--- config.mk ---
export PLATFORM = sky130hd
export DESIGN_NAME = double_ended_queue
export DESIGN_NICKNAME = d
export VERILOG_FILES = /design/src/hw/rtl/deq_pkg.sv /design/src/hw/rtl/deq_ram.sv /design/src/hw/rtl/double_ended_queue.sv
export SDC_FILE = /design/constraint.sdc
export NUM_CORES = 1
export LEC_CHECK = 0
export ABC_AREA = 1
export BUFFER_PORTS_ARGS = -buffer_cell sky130_fd_sc_hd__buf_2
export CORE_ASPECT_RATIO = 1.5
export CORE_MARGIN = 1.5
export CORE_UTILIZATION = 61
export DETAILED_ROUTE_END_ITERATION = 16
export HOLD_SLACK_MARGIN = 0.02
export PLACE_DENSITY = 0.76
export REMOVE_ABC_BUFFERS = 1
export SYNTH_ARGS = -nofsm -noshare
export SYNTH_HDL_FRONTEND = slang
export SYNTH_SLANG_ARGS = --single-unit
--- constraint.sdc ---
create_clock -name i_clk -period 9 [get_ports i_clk]
set_input_delay 0.9 -clock i_clk [delete_from_list [all_inputs] [get_ports i_clk]]
set_output_delay 0.9 -clock i_clk [all_outputs]
set_load 0.01 [all_outputs]
--- src/hw/rtl/deq_pkg.sv ---
// shared constants for the double-ended queue: sizes, field widths and codes
// used by the top level and its checker; no dependencies
package deq_pkg;

    // ring geometry
    localparam int DEPTH      = 16;
    localparam int DATA_WIDTH = 32;
    localparam int IDX_W      = $clog2(DEPTH);
    localparam int CNT_W      = $clog2(DEPTH + 1);

    // item field widths
    localparam int CMD_W    = 2;
    localparam int VALUE_W  = 32;
    localparam int STATUS_W = 2;
    localparam int COUNT_W  = 5;

    // stored word width, the push value keeps at most its own width
    localparam int STORE_W = (DATA_WIDTH < VALUE_W) ? DATA_WIDTH : VALUE_W;

    // packed stream widths, rounded up to whole bytes
    localparam int S_FIELDS_W = CMD_W + VALUE_W;
    localparam int S_TDATA_W  = ((S_FIELDS_W + 7) / 8) * 8;
    localparam int M_FIELDS_W = STATUS_W + COUNT_W + 1 + 2 * VALUE_W;
    localparam int M_TDATA_W  = ((M_FIELDS_W + 7) / 8) * 8;

    // output field offsets
    localparam int M_COUNT_LSB = STATUS_W;
    localparam int M_EMPTY_BIT = STATUS_W + COUNT_W;
    localparam int M_FRONT_LSB = M_EMPTY_BIT + 1;
    localparam int M_BACK_LSB  = M_FRONT_LSB + VALUE_W;

    // commands
    localparam logic [CMD_W-1:0] CMD_PUSH_FRONT = 2'd0;
    localparam logic [CMD_W-1:0] CMD_PUSH_BACK  = 2'd1;
    localparam logic [CMD_W-1:0] CMD_POP_FRONT  = 2'd2;
    localparam logic [CMD_W-1:0] CMD_POP_BACK   = 2'd3;

    // result status
    localparam logic [STATUS_W-1:0] ST_DONE  = 2'd0;
    localparam logic [STATUS_W-1:0] ST_FULL  = 2'd1;
    localparam logic [STATUS_W-1:0] ST_EMPTY = 2'd2;

endpackage

--- src/hw/rtl/deq_ram.sv ---
// generic single-write, single-read synchronous ram with registered read data
// no dependencies
module deq_ram #(
    parameter int WIDTH = 32,
    parameter int DEPTH = 16
) (
    input  logic                     i_clk,
    input  logic                     i_we,
    input  logic [$clog2(DEPTH)-1:0] i_waddr,
    input  logic [WIDTH-1:0]         i_wdata,
    input  logic [$clog2(DEPTH)-1:0] i_raddr,
    output logic [WIDTH-1:0]         o_rdata
);

    logic [WIDTH-1:0] r_mem [DEPTH];
    logic [WIDTH-1:0] r_rdata;

    // write port
    always_ff @(posedge i_clk) begin
        if (i_we) begin
            r_mem[i_waddr] <= i_wdata;
        end
    end

    // registered read port
    always_ff @(posedge i_clk) begin
        r_rdata <= r_mem[i_raddr];
    end

    assign o_rdata = r_rdata;

endmodule

--- src/hw/rtl/double_ended_queue.sv ---
// Bounded double-ended queue on a ring held in one synchronous ram.
// A push, a refused command or a pop that empties the queue loads its item into the output
// register on acceptance; a pop that leaves entries first reads the new end word from the
// ring ram, then loads the item in the read state. Throughput: one item per cycle when the
// output is not stalled; a pop that leaves entries holds off commands in its read state.
// Reset (i_rst_n low, synchronous) empties the queue; the ring ram is not cleared.
module double_ended_queue (
    input  logic                          i_clk,
    input  logic                          i_rst_n,
    // command [1:0], push_value [33:2], zero pad [39:34]
    input  logic [deq_pkg::S_TDATA_W-1:0] i_s_tdata,
    input  logic                          i_s_tvalid,
    output logic                          o_s_tready,
    // status [1:0], count_after [6:2], is_empty [7], front_value [39:8], back_value [71:40]
    output logic [deq_pkg::M_TDATA_W-1:0] o_m_tdata,
    output logic                          o_m_tvalid,
    input  logic                          i_m_tready
);

    localparam logic S_IDLE = 1'b0;
    localparam logic S_READ = 1'b1;

    localparam int IDX_W   = deq_pkg::IDX_W;
    localparam int CNT_W   = deq_pkg::CNT_W;
    localparam int STORE_W = deq_pkg::STORE_W;

    localparam logic [IDX_W-1:0] LAST_IDX  = IDX_W'(deq_pkg::DEPTH - 1);
    localparam logic [CNT_W-1:0] FULL_CNT  = CNT_W'(deq_pkg::DEPTH);
    localparam logic [CNT_W-1:0] ZERO_CNT  = '0;
    localparam logic [CNT_W-1:0] ONE_CNT   = CNT_W'(1);

    // ring index steps with wrap
    function automatic logic [IDX_W-1:0] idx_next(input logic [IDX_W-1:0] idx);
        return (idx == LAST_IDX) ? '0 : idx + IDX_W'(1);
    endfunction

    function automatic logic [IDX_W-1:0] idx_prev(input logic [IDX_W-1:0] idx);
        return (idx == '0) ? LAST_IDX : idx - IDX_W'(1);
    endfunction

    logic                r_state;
    logic [IDX_W-1:0]    r_front_idx;
    logic [IDX_W-1:0]    r_back_idx;
    logic [CNT_W-1:0]    r_count;
    logic                r_rd_front;
    logic [STORE_W-1:0]  r_front_val;
    logic [STORE_W-1:0]  r_back_val;

    logic                      r_out_valid;
    logic [deq_pkg::STATUS_W-1:0] r_out_status;
    logic [CNT_W-1:0]          r_out_count;
    logic [STORE_W-1:0]        r_out_front;
    logic [STORE_W-1:0]        r_out_back;

    logic [IDX_W-1:0]    n_front_idx;
    logic [IDX_W-1:0]    n_back_idx;
    logic [CNT_W-1:0]    n_count;
    logic [STORE_W-1:0]  n_front_val;
    logic [STORE_W-1:0]  n_back_val;
    logic [deq_pkg::STATUS_W-1:0] n_status;
    logic                n_need_rd;
    logic                n_rd_front;

    logic                      s_ready;
    logic                      s_accept;
    logic                      m_take;
    logic [deq_pkg::CMD_W-1:0] cmd;
    logic [STORE_W-1:0]        word;

    logic                ram_we;
    logic [IDX_W-1:0]    ram_waddr;
    logic [IDX_W-1:0]    ram_raddr;
    logic [STORE_W-1:0]  ram_rdata;

    // handshake
    assign s_ready  = (r_state == S_IDLE) && (!r_out_valid || i_m_tready);
    assign s_accept = i_s_tvalid && s_ready;
    assign m_take   = r_out_valid && i_m_tready;
    assign cmd      = i_s_tdata[deq_pkg::CMD_W-1:0];
    assign word     = i_s_tdata[deq_pkg::CMD_W +: STORE_W];

    // command decode: new pointers, count, cached end words and ram access
    always_comb begin
        n_front_idx = r_front_idx;
        n_back_idx  = r_back_idx;
        n_count     = r_count;
        n_front_val = r_front_val;
        n_back_val  = r_back_val;
        n_status    = deq_pkg::ST_DONE;
        n_need_rd   = 1'b0;
        n_rd_front  = 1'b0;
        ram_we      = 1'b0;
        ram_waddr   = r_front_idx;
        ram_raddr   = r_front_idx;
        unique case (cmd)
            deq_pkg::CMD_PUSH_FRONT, deq_pkg::CMD_PUSH_BACK: begin
                if (r_count == FULL_CNT) begin
                    n_status = deq_pkg::ST_FULL;
                end else if (r_count == ZERO_CNT) begin
                    // first entry sits at the front slot, both ends on it
                    ram_we      = 1'b1;
                    ram_waddr   = r_front_idx;
                    n_back_idx  = r_front_idx;
                    n_count     = ONE_CNT;
                    n_front_val = word;
                    n_back_val  = word;
                end else if (cmd == deq_pkg::CMD_PUSH_FRONT) begin
                    ram_we      = 1'b1;
                    ram_waddr   = idx_prev(r_front_idx);
                    n_front_idx = idx_prev(r_front_idx);
                    n_count     = r_count + ONE_CNT;
                    n_front_val = word;
                end else begin
                    ram_we      = 1'b1;
                    ram_waddr   = idx_next(r_back_idx);
                    n_back_idx  = idx_next(r_back_idx);
                    n_count     = r_count + ONE_CNT;
                    n_back_val  = word;
                end
            end
            deq_pkg::CMD_POP_FRONT, deq_pkg::CMD_POP_BACK: begin
                if (r_count == ZERO_CNT) begin
                    n_status = deq_pkg::ST_EMPTY;
                end else begin
                    n_count = r_count - ONE_CNT;
                    // the new end word has to come from the ring
                    if (r_count != ONE_CNT) begin
                        n_need_rd = 1'b1;
                        if (cmd == deq_pkg::CMD_POP_FRONT) begin
                            n_rd_front  = 1'b1;
                            n_front_idx = idx_next(r_front_idx);
                            ram_raddr   = idx_next(r_front_idx);
                        end else begin
                            n_back_idx = idx_prev(r_back_idx);
                            ram_raddr  = idx_prev(r_back_idx);
                        end
                    end
                end
            end
            default: begin
                n_status = deq_pkg::ST_DONE;
            end
        endcase
    end

    // ring storage
    deq_ram #(
        .WIDTH (STORE_W),
        .DEPTH (deq_pkg::DEPTH)
    ) u_ram (
        .i_clk   (i_clk),
        .i_we    (ram_we && s_accept),
        .i_waddr (ram_waddr),
        .i_wdata (word),
        .i_raddr (ram_raddr),
        .o_rdata (ram_rdata)
    );

    // control state
    always_ff @(posedge i_clk) begin
        if (!i_rst_n) begin
            r_state     <= S_IDLE;
            r_front_idx <= '0;
            r_back_idx  <= '0;
            r_count     <= '0;
            r_rd_front  <= 1'b0;
            r_out_valid <= 1'b0;
        end else begin
            if (s_accept) begin
                r_front_idx <= n_front_idx;
                r_back_idx  <= n_back_idx;
                r_count     <= n_count;
                r_rd_front  <= n_rd_front;
            end
            if (s_accept && n_need_rd) begin
                r_state <= S_READ;
            end else if (r_state == S_READ) begin
                r_state <= S_IDLE;
            end
            // output register: loaded on a finished item, freed when taken
            if ((s_accept && !n_need_rd) || (r_state == S_READ)) begin
                r_out_valid <= 1'b1;
            end else if (m_take) begin
                r_out_valid <= 1'b0;
            end
        end
    end

    // cached end words and result payload
    always_ff @(posedge i_clk) begin
        if (s_accept) begin
            r_front_val <= n_front_val;
            r_back_val  <= n_back_val;
            if (!n_need_rd) begin
                r_out_status <= n_status;
                r_out_count  <= n_count;
                r_out_front  <= (n_count == ZERO_CNT) ? '0 : n_front_val;
                r_out_back   <= (n_count == ZERO_CNT) ? '0 : n_back_val;
            end
        end else if (r_state == S_READ) begin
            r_out_status <= deq_pkg::ST_DONE;
            r_out_count  <= r_count;
            if (r_rd_front) begin
                r_front_val <= ram_rdata;
                r_out_front <= ram_rdata;
                r_out_back  <= r_back_val;
            end else begin
                r_back_val  <= ram_rdata;
                r_out_front <= r_front_val;
                r_out_back  <= ram_rdata;
            end
        end
    end

    // result packing
    assign o_s_tready = s_ready;
    assign o_m_tvalid = r_out_valid;
    assign o_m_tdata  = deq_pkg::M_TDATA_W'({
        deq_pkg::VALUE_W'(r_out_back),
        deq_pkg::VALUE_W'(r_out_front),
        (r_out_count == ZERO_CNT),
        deq_pkg::COUNT_W'(r_out_count),
        r_out_status
    });

endmodule

# Word-level counts from Yosys, hierarchy flattened
# Memory sizes are Yosys's and may differ from the RTL's. A register that Yosys moved wholly into a read port is not among the register bits.
# Index checks and enable logic that the tools add are counted.
# word_totals
reg_bits	151
latch_bits	0
mem_bits_rw	512
rom_bits	0
in_bits	44
out_inout_bits	74
word_cells	132
n_memories	1
# mem_list
memory	words	width	read_ports	rd_ports_with_merged_regs	wr	line	source
u_ram.r_mem	16	32	1	1	1	deq_ram.sv:15	logic [WIDTH-1:0] r_mem [DEPTH];
# op_classes
add_sub_neg	6
multipliers	0
div	0
magnitude_cmp	0
eq_ne	16
shifts	0
muxes	73
bitwise_logic	1
reduce_logical	23
# op_table
operator	count
$mux W32	20
$mux W4	24
$mux W5	6
$ne A2 B2 Y1 const B	8
$pmux W4 S2	2
$logic_not A5 Y1	3
$mux W1	15
$pmux W5 S2	1
$add A4 B1 Y4 const B	2
$eq A4 B4 Y1 const B	2
$logic_not A4 Y1	2
$mux W2	4
$sub A4 B1 Y4 const B	2
$reduce_and A7 Y1	1
$logic_and A1 B1 Y1	6
$reduce_and A6 Y1	1
$add A5 B1 Y5 const B	1
$eq A5 B5 Y1 const B	1
$ne A5 B1 Y1 const B	1
$sub A5 B1 Y5 const B	1
$eq A2 B2 Y1 const B	2
$pmux W2 S2	1
$reduce_bool A2 Y1	2
$reduce_or A2 Y1	2
other kinds (7)	9

# Logic depth before layout (Yosys ltp)
# logic_depth
depth_word	8
mapped_depth	14
depth_no_buf	13

# By module
# From an unflattened synthesis, not the netlist that was laid out.
# unflattened
hier_cells	3271
hier_area_um2	31696.6
# modules_own_cells
module	instances	cells_per_inst	area_each_um2	seq_area_each_um2
deq_ram	1	2120	22744.3	16015.4
double_ended_queue	1	1151	8952.3	4374.2

# Worst setup path before layout
# Ideal clock, no wire load.
# synth_timing
path_type	in2reg
from	in i_m_tready
to	reg r_out_back[0] (enable)
setup_time_ps	431
t_arrival_ps	3432
required_time_ps	8569
slack_ps	5137
stages	8
n_path_buf	2
cell_sequence	inv_1 > nand2_1 > nand2_1 > nor2_1 > clkbuf_1 > buf_2 > nand2_1 > nand2_1
# synth_via
elab_chain_cells	5
elab_cells_between_ends	6
cone_classes	eq/ne: 1; reduce/logical: 5
# synth_rtl
element	line	source
start: declaration	double_ended_queue.sv:17	input logic i_m_tready
$logic_or A1 B1 Y1 (*)	double_ended_queue.sv:76	assign s_ready = (r_state == S_IDLE) && (!r_out_valid || i_m_tready);
$logic_and A1 B1 Y1 (*)	double_ended_queue.sv:76	
$logic_and A1 B1 Y1 (*)	double_ended_queue.sv:77	assign s_accept = i_s_tvalid && s_ready;
$ne A2 B2 Y1 (no source line) or $reduce_bool A2 Y1 (tied branches)	-	
$reduce_and A2 Y1 (no source line) (*)	-	
end signal: assignment	double_ended_queue.sv:198	r_out_back <= (n_count == ZERO_CNT) ? '0 : n_back_val;
end signal: assignment	double_ended_queue.sv:206	r_out_back <= r_back_val;
end signal: assignment	double_ended_queue.sv:210	r_out_back <= ram_rdata;
end: declaration	double_ended_queue.sv:53	logic [STORE_W-1:0] r_out_back;
# Every way passes the cells marked *; elsewhere a longest branch is shown, timed or not.
# A chain may end at the register's enable or synchronous reset.

# Final worst setup path
# layout_timing
from	reg r_count[1]
to	reg u_ram.r_rdata[13], in the netlist u_ram.o_rdata[13], read port of u_ram.r_mem
# layout_via
elab_chain_cells	4
elab_cells_between_ends	5
cone_classes	eq/ne: 1; mux: 3; reduce/logical: 1
# layout_rtl
element	line	source
start: declaration	double_ended_queue.sv:44	logic [CNT_W-1:0] r_count;
start signal: assignment	double_ended_queue.sv:172	r_count <= n_count;
$ne A5 B1 Y1	double_ended_queue.sv:127	if (r_count != ONE_CNT) begin
$mux W4	double_ended_queue.sv:127	
$mux W4 (*)	double_ended_queue.sv:122	if (r_count == ZERO_CNT) begin
$mux W4 (*)	double_ended_queue.sv:95	unique case (cmd)
end: declaration	deq_ram.sv:16	logic [WIDTH-1:0] r_rdata;
# Marked as above.

==> run summary <==
Routed WL: 81.3 mm
Max Cap Violations: 0
leak pwr: 15.0 nW
Sequential Area: 20400 µm²
RSZ-0062 raised after global routing: no
cells after synthesis: 3241
count of final setup violators: 0
port bufs: 111
Setup TNS Final: 0 ns
share of cells above drive strength 1: 0.102
CTS Buffer Depth: 3
sequential cell area fraction in the yosys report: 0.634
IO Pins: 118
fillers: 3795
diode count: 0
Syn. warnings: 0
syn avg cell area: 9.92 µm²
fin crit period: 4.52 ns
Tightest Pin Transition: 1.21 ns
clock sinks: 695
Synth Cell Area: 32200 µm²
main combinational cell family by area after synthesis: simple AND/OR/NAND/NOR gates
asr flop ratio synth: 0
Post-CTS Hold Buffers: 0
Reg clk slew, reported paths: 0.07 ns
Post-DP HPWL: 42.6 mm
CP Cell Sequence: inv_1 -> ha_1 -> nand3_4 -> nand3_4 -> nand2_8 -> nand2_8 -> buf_4 -> nand2_1 -> nand3_1 -> nand3_1 -> nand3_1 -> nand2_1
Post-DRT Antenna Nets: 0
Synth Register Bits: 695
CP max stage cell: nand2_8
row cnt: 102
Starting Density: 0.621
leading register cell type out of synthesis: edfxtp_1
area of the multi-input gates: 8650 µm²
Vias: 23.4k
post-synth cell types: 38
Die Ht: 284 µm
WS Path Type: flop to flop
H-tree depth: 2
Slew Limit Fails: 0
hold crit path type: flop to flop
mux cell area share after synthesis: 0.0112
drt pass-1 iters: 6
required time of the critical path: 9.49 ns
DRC viols: 0
Final Wtd Congestion: 0.812
maximum clock rate: 221 MHz
GRT Overall Usage: 0.300
die area: 54100 µm²
clock root cell: clkbuf_16
worst rel slew slack: 0.194
CP max FO: 158
initial antenna violation count: 1
PD cells: 247 nW/µm²
Compound-Gate Fraction of Synth Area: 0.0330
slowest cell delay on critical path: 1.02 ns
period utilization: 0.502
Synth Area in XOR/XNOR: 0.00272
first-pass GRT wire length: 124 mm
Post-Synth Simple-Gate Area: 0.212
most used cell along the critical path: nand3_1
vias in the first global route: 23.5k
GRT overflow: 0
Resized cells post-CTS: 0
detailed router's first-iteration violation count: 2565
core box area: 51800 µm²
Final Power: 8.62 mW
Vias per Instance: 5.86
Peak VDD IR: 214 µV
Post-synth EDFFs: 647
CTS Buf Count: 60
Crit path arrival time: 5.00 ns
outcome: finished, final reports clean
CTS tree: done
wire length per cell: 20.3 µm
insertion delay to the later sink of the worst-skew pair: 0.61 ns
final core occ: 0.675
Clock Skews: 0.0134 ns
area delta synth->final: 8.76%
crit end category: flop
Layout Nets: 3324
Post-Synth Adder-Cell Area: 0.00350
Final Hold Viols: 0
largest net degree at the start of global routing: 159
Die Wd: 190 µm
post-CTS setup buffers: 0
CP startpoint kind: flop
==> synth_stat cells (all sizes together) (9+ instances only) <==
library cell  instances  area (µm²)
a21oi                48         240
a31oi                32         200
buf                 135         733
clkbuf               43         161
dfxtp                48         961
edfxtp              647       19400
ha                    9         113
inv                 647        2430
mux2                 32         360
nand2               547        2090
nand3               635        3210
nand3b               64         480
nor2                200         783
o21a                 32         240
o21ai                55         275
or2                  32         200
==> metrics by stage <==
| step | setup WS, ns | cell area [µm²] | std cells | hold slack, ns |
|---|---|---|---|---|
| after floorplan | 1.99 | 31300 | 3063 | 0.496 |
| after global placement | 4.49 | 33100 | 3885 | 0.516 |
| after detailed placement | 4.36 | 33100 | 3885 | 0.553 |
| after CTS | 4.64 | 35000 | 3996 | 0.563 |
| after global routing | 4.31 | 35000 | 3996 | 0.616 |
| final | 4.48 | 35000 | 3996 | 0.562 |
==> power by group <==
| part | internal (mW) | switching (mW) |
|---|---|---|
| clock | 1.33 | 1.15 |
| combinational | 0.659 | 1.48 |
| sequential | 3.89 | 0.119 |
==> per-layer routing <==
layer / share of wire / vias to the layer above / track usage
met3: 0.091 / 280 / 0.0368
met1: 0.36 / 11200 / 0.367
li1: - / 10700 / -
met4: 0.045 / 0 / 0.157
met5: 0 / - / 0
met2: 0.50 / 1281 / 0.518
==> critical path: cells and delay by family, from the launching register on <==
| family | cells | cell delay [ns] |
|---|---|---|
| AND/OR/NAND/NOR | 9 | 2.54 |
| adder cells (fa/ha/maj) | 1 | 0.30 |
| flip-flops | 1 | 0.37 |
| buffers and inverters | 2 | 0.90 |
==> placed cells by master, fill, tap and decap left out, types with 3 or more instances in the layout <==
master,count
xor2_1,7
nand3b_1,64
clkinv_1,11
o211ai_1,5
nand2_2,4
buf_2,111
a31oi_1,32
nor2_1,181
clkinvlp_4,5
clkbuf_8,3
nand2_1,536
edfxtp_1,647
mux2_2,32
nand2_4,4
dfxtp_1,47
or2_2,32
xnor2_1,3
o22ai_1,3
nor3_1,5
ha_1,9
clkbuf_1,19
a211oi_1,4
a21oi_1,48
nor2_4,17
inv_2,6
nand3_1,631
inv_1,639
o21a_1,32
o21ai_0,52
clkinv_2,11
clkbuf_16,61
nand2_8,3
buf_4,35
==> state kept, by name, indices dropped and copies added, names as in the netlist, 5 cells and up <==
signal / cells
r_front_val: 32
u_ram.r_mem: 512
r_out_back: 32
u_ram.o_rdata: 32
r_back_val: 32
r_count: 5
r_out_count: 5
r_out_front: 32
==> worst paths after layout <==
check	startpoint	to	slack, ns	cells past startpoint
min reg2reg	r_back_idx[1]	r_back_idx[1]	0.56	2
min	r_back_idx[1]	r_back_idx[1]	0.56	2
max reg2reg	r_count[1]	u_ram.o_rdata[13]	4.48	12
max	r_count[1]	u_ram.o_rdata[13]	4.48	12
==> cells by family (layout without fill, tap and decap cells) <==
| group | count (synthesis) | count (layout) |
|---|---|---|
| simple gates | 1488 | 1488 |
| buf+inv | 826 | 905 |
| flops | 695 | 695 |
| compound gates | 181 | 181 |
| mux | 32 | 32 |
| xor+xnor | 10 | 10 |
| fa+ha+maj | 9 | 9 |
==> final cells by class <==
cell class | count | area share
timing repair buffer | 146 | 0.0234
clock inverter | 28 | 0.00562
sequential | 695 | 0.583
inverter | 648 | 0.0697
multi-input combinational | 1720 | 0.247
tap | 676 | 0.0242
clock buffer | 83 | 0.0469
No activity file was read; power rests on OpenSTA's default activity.
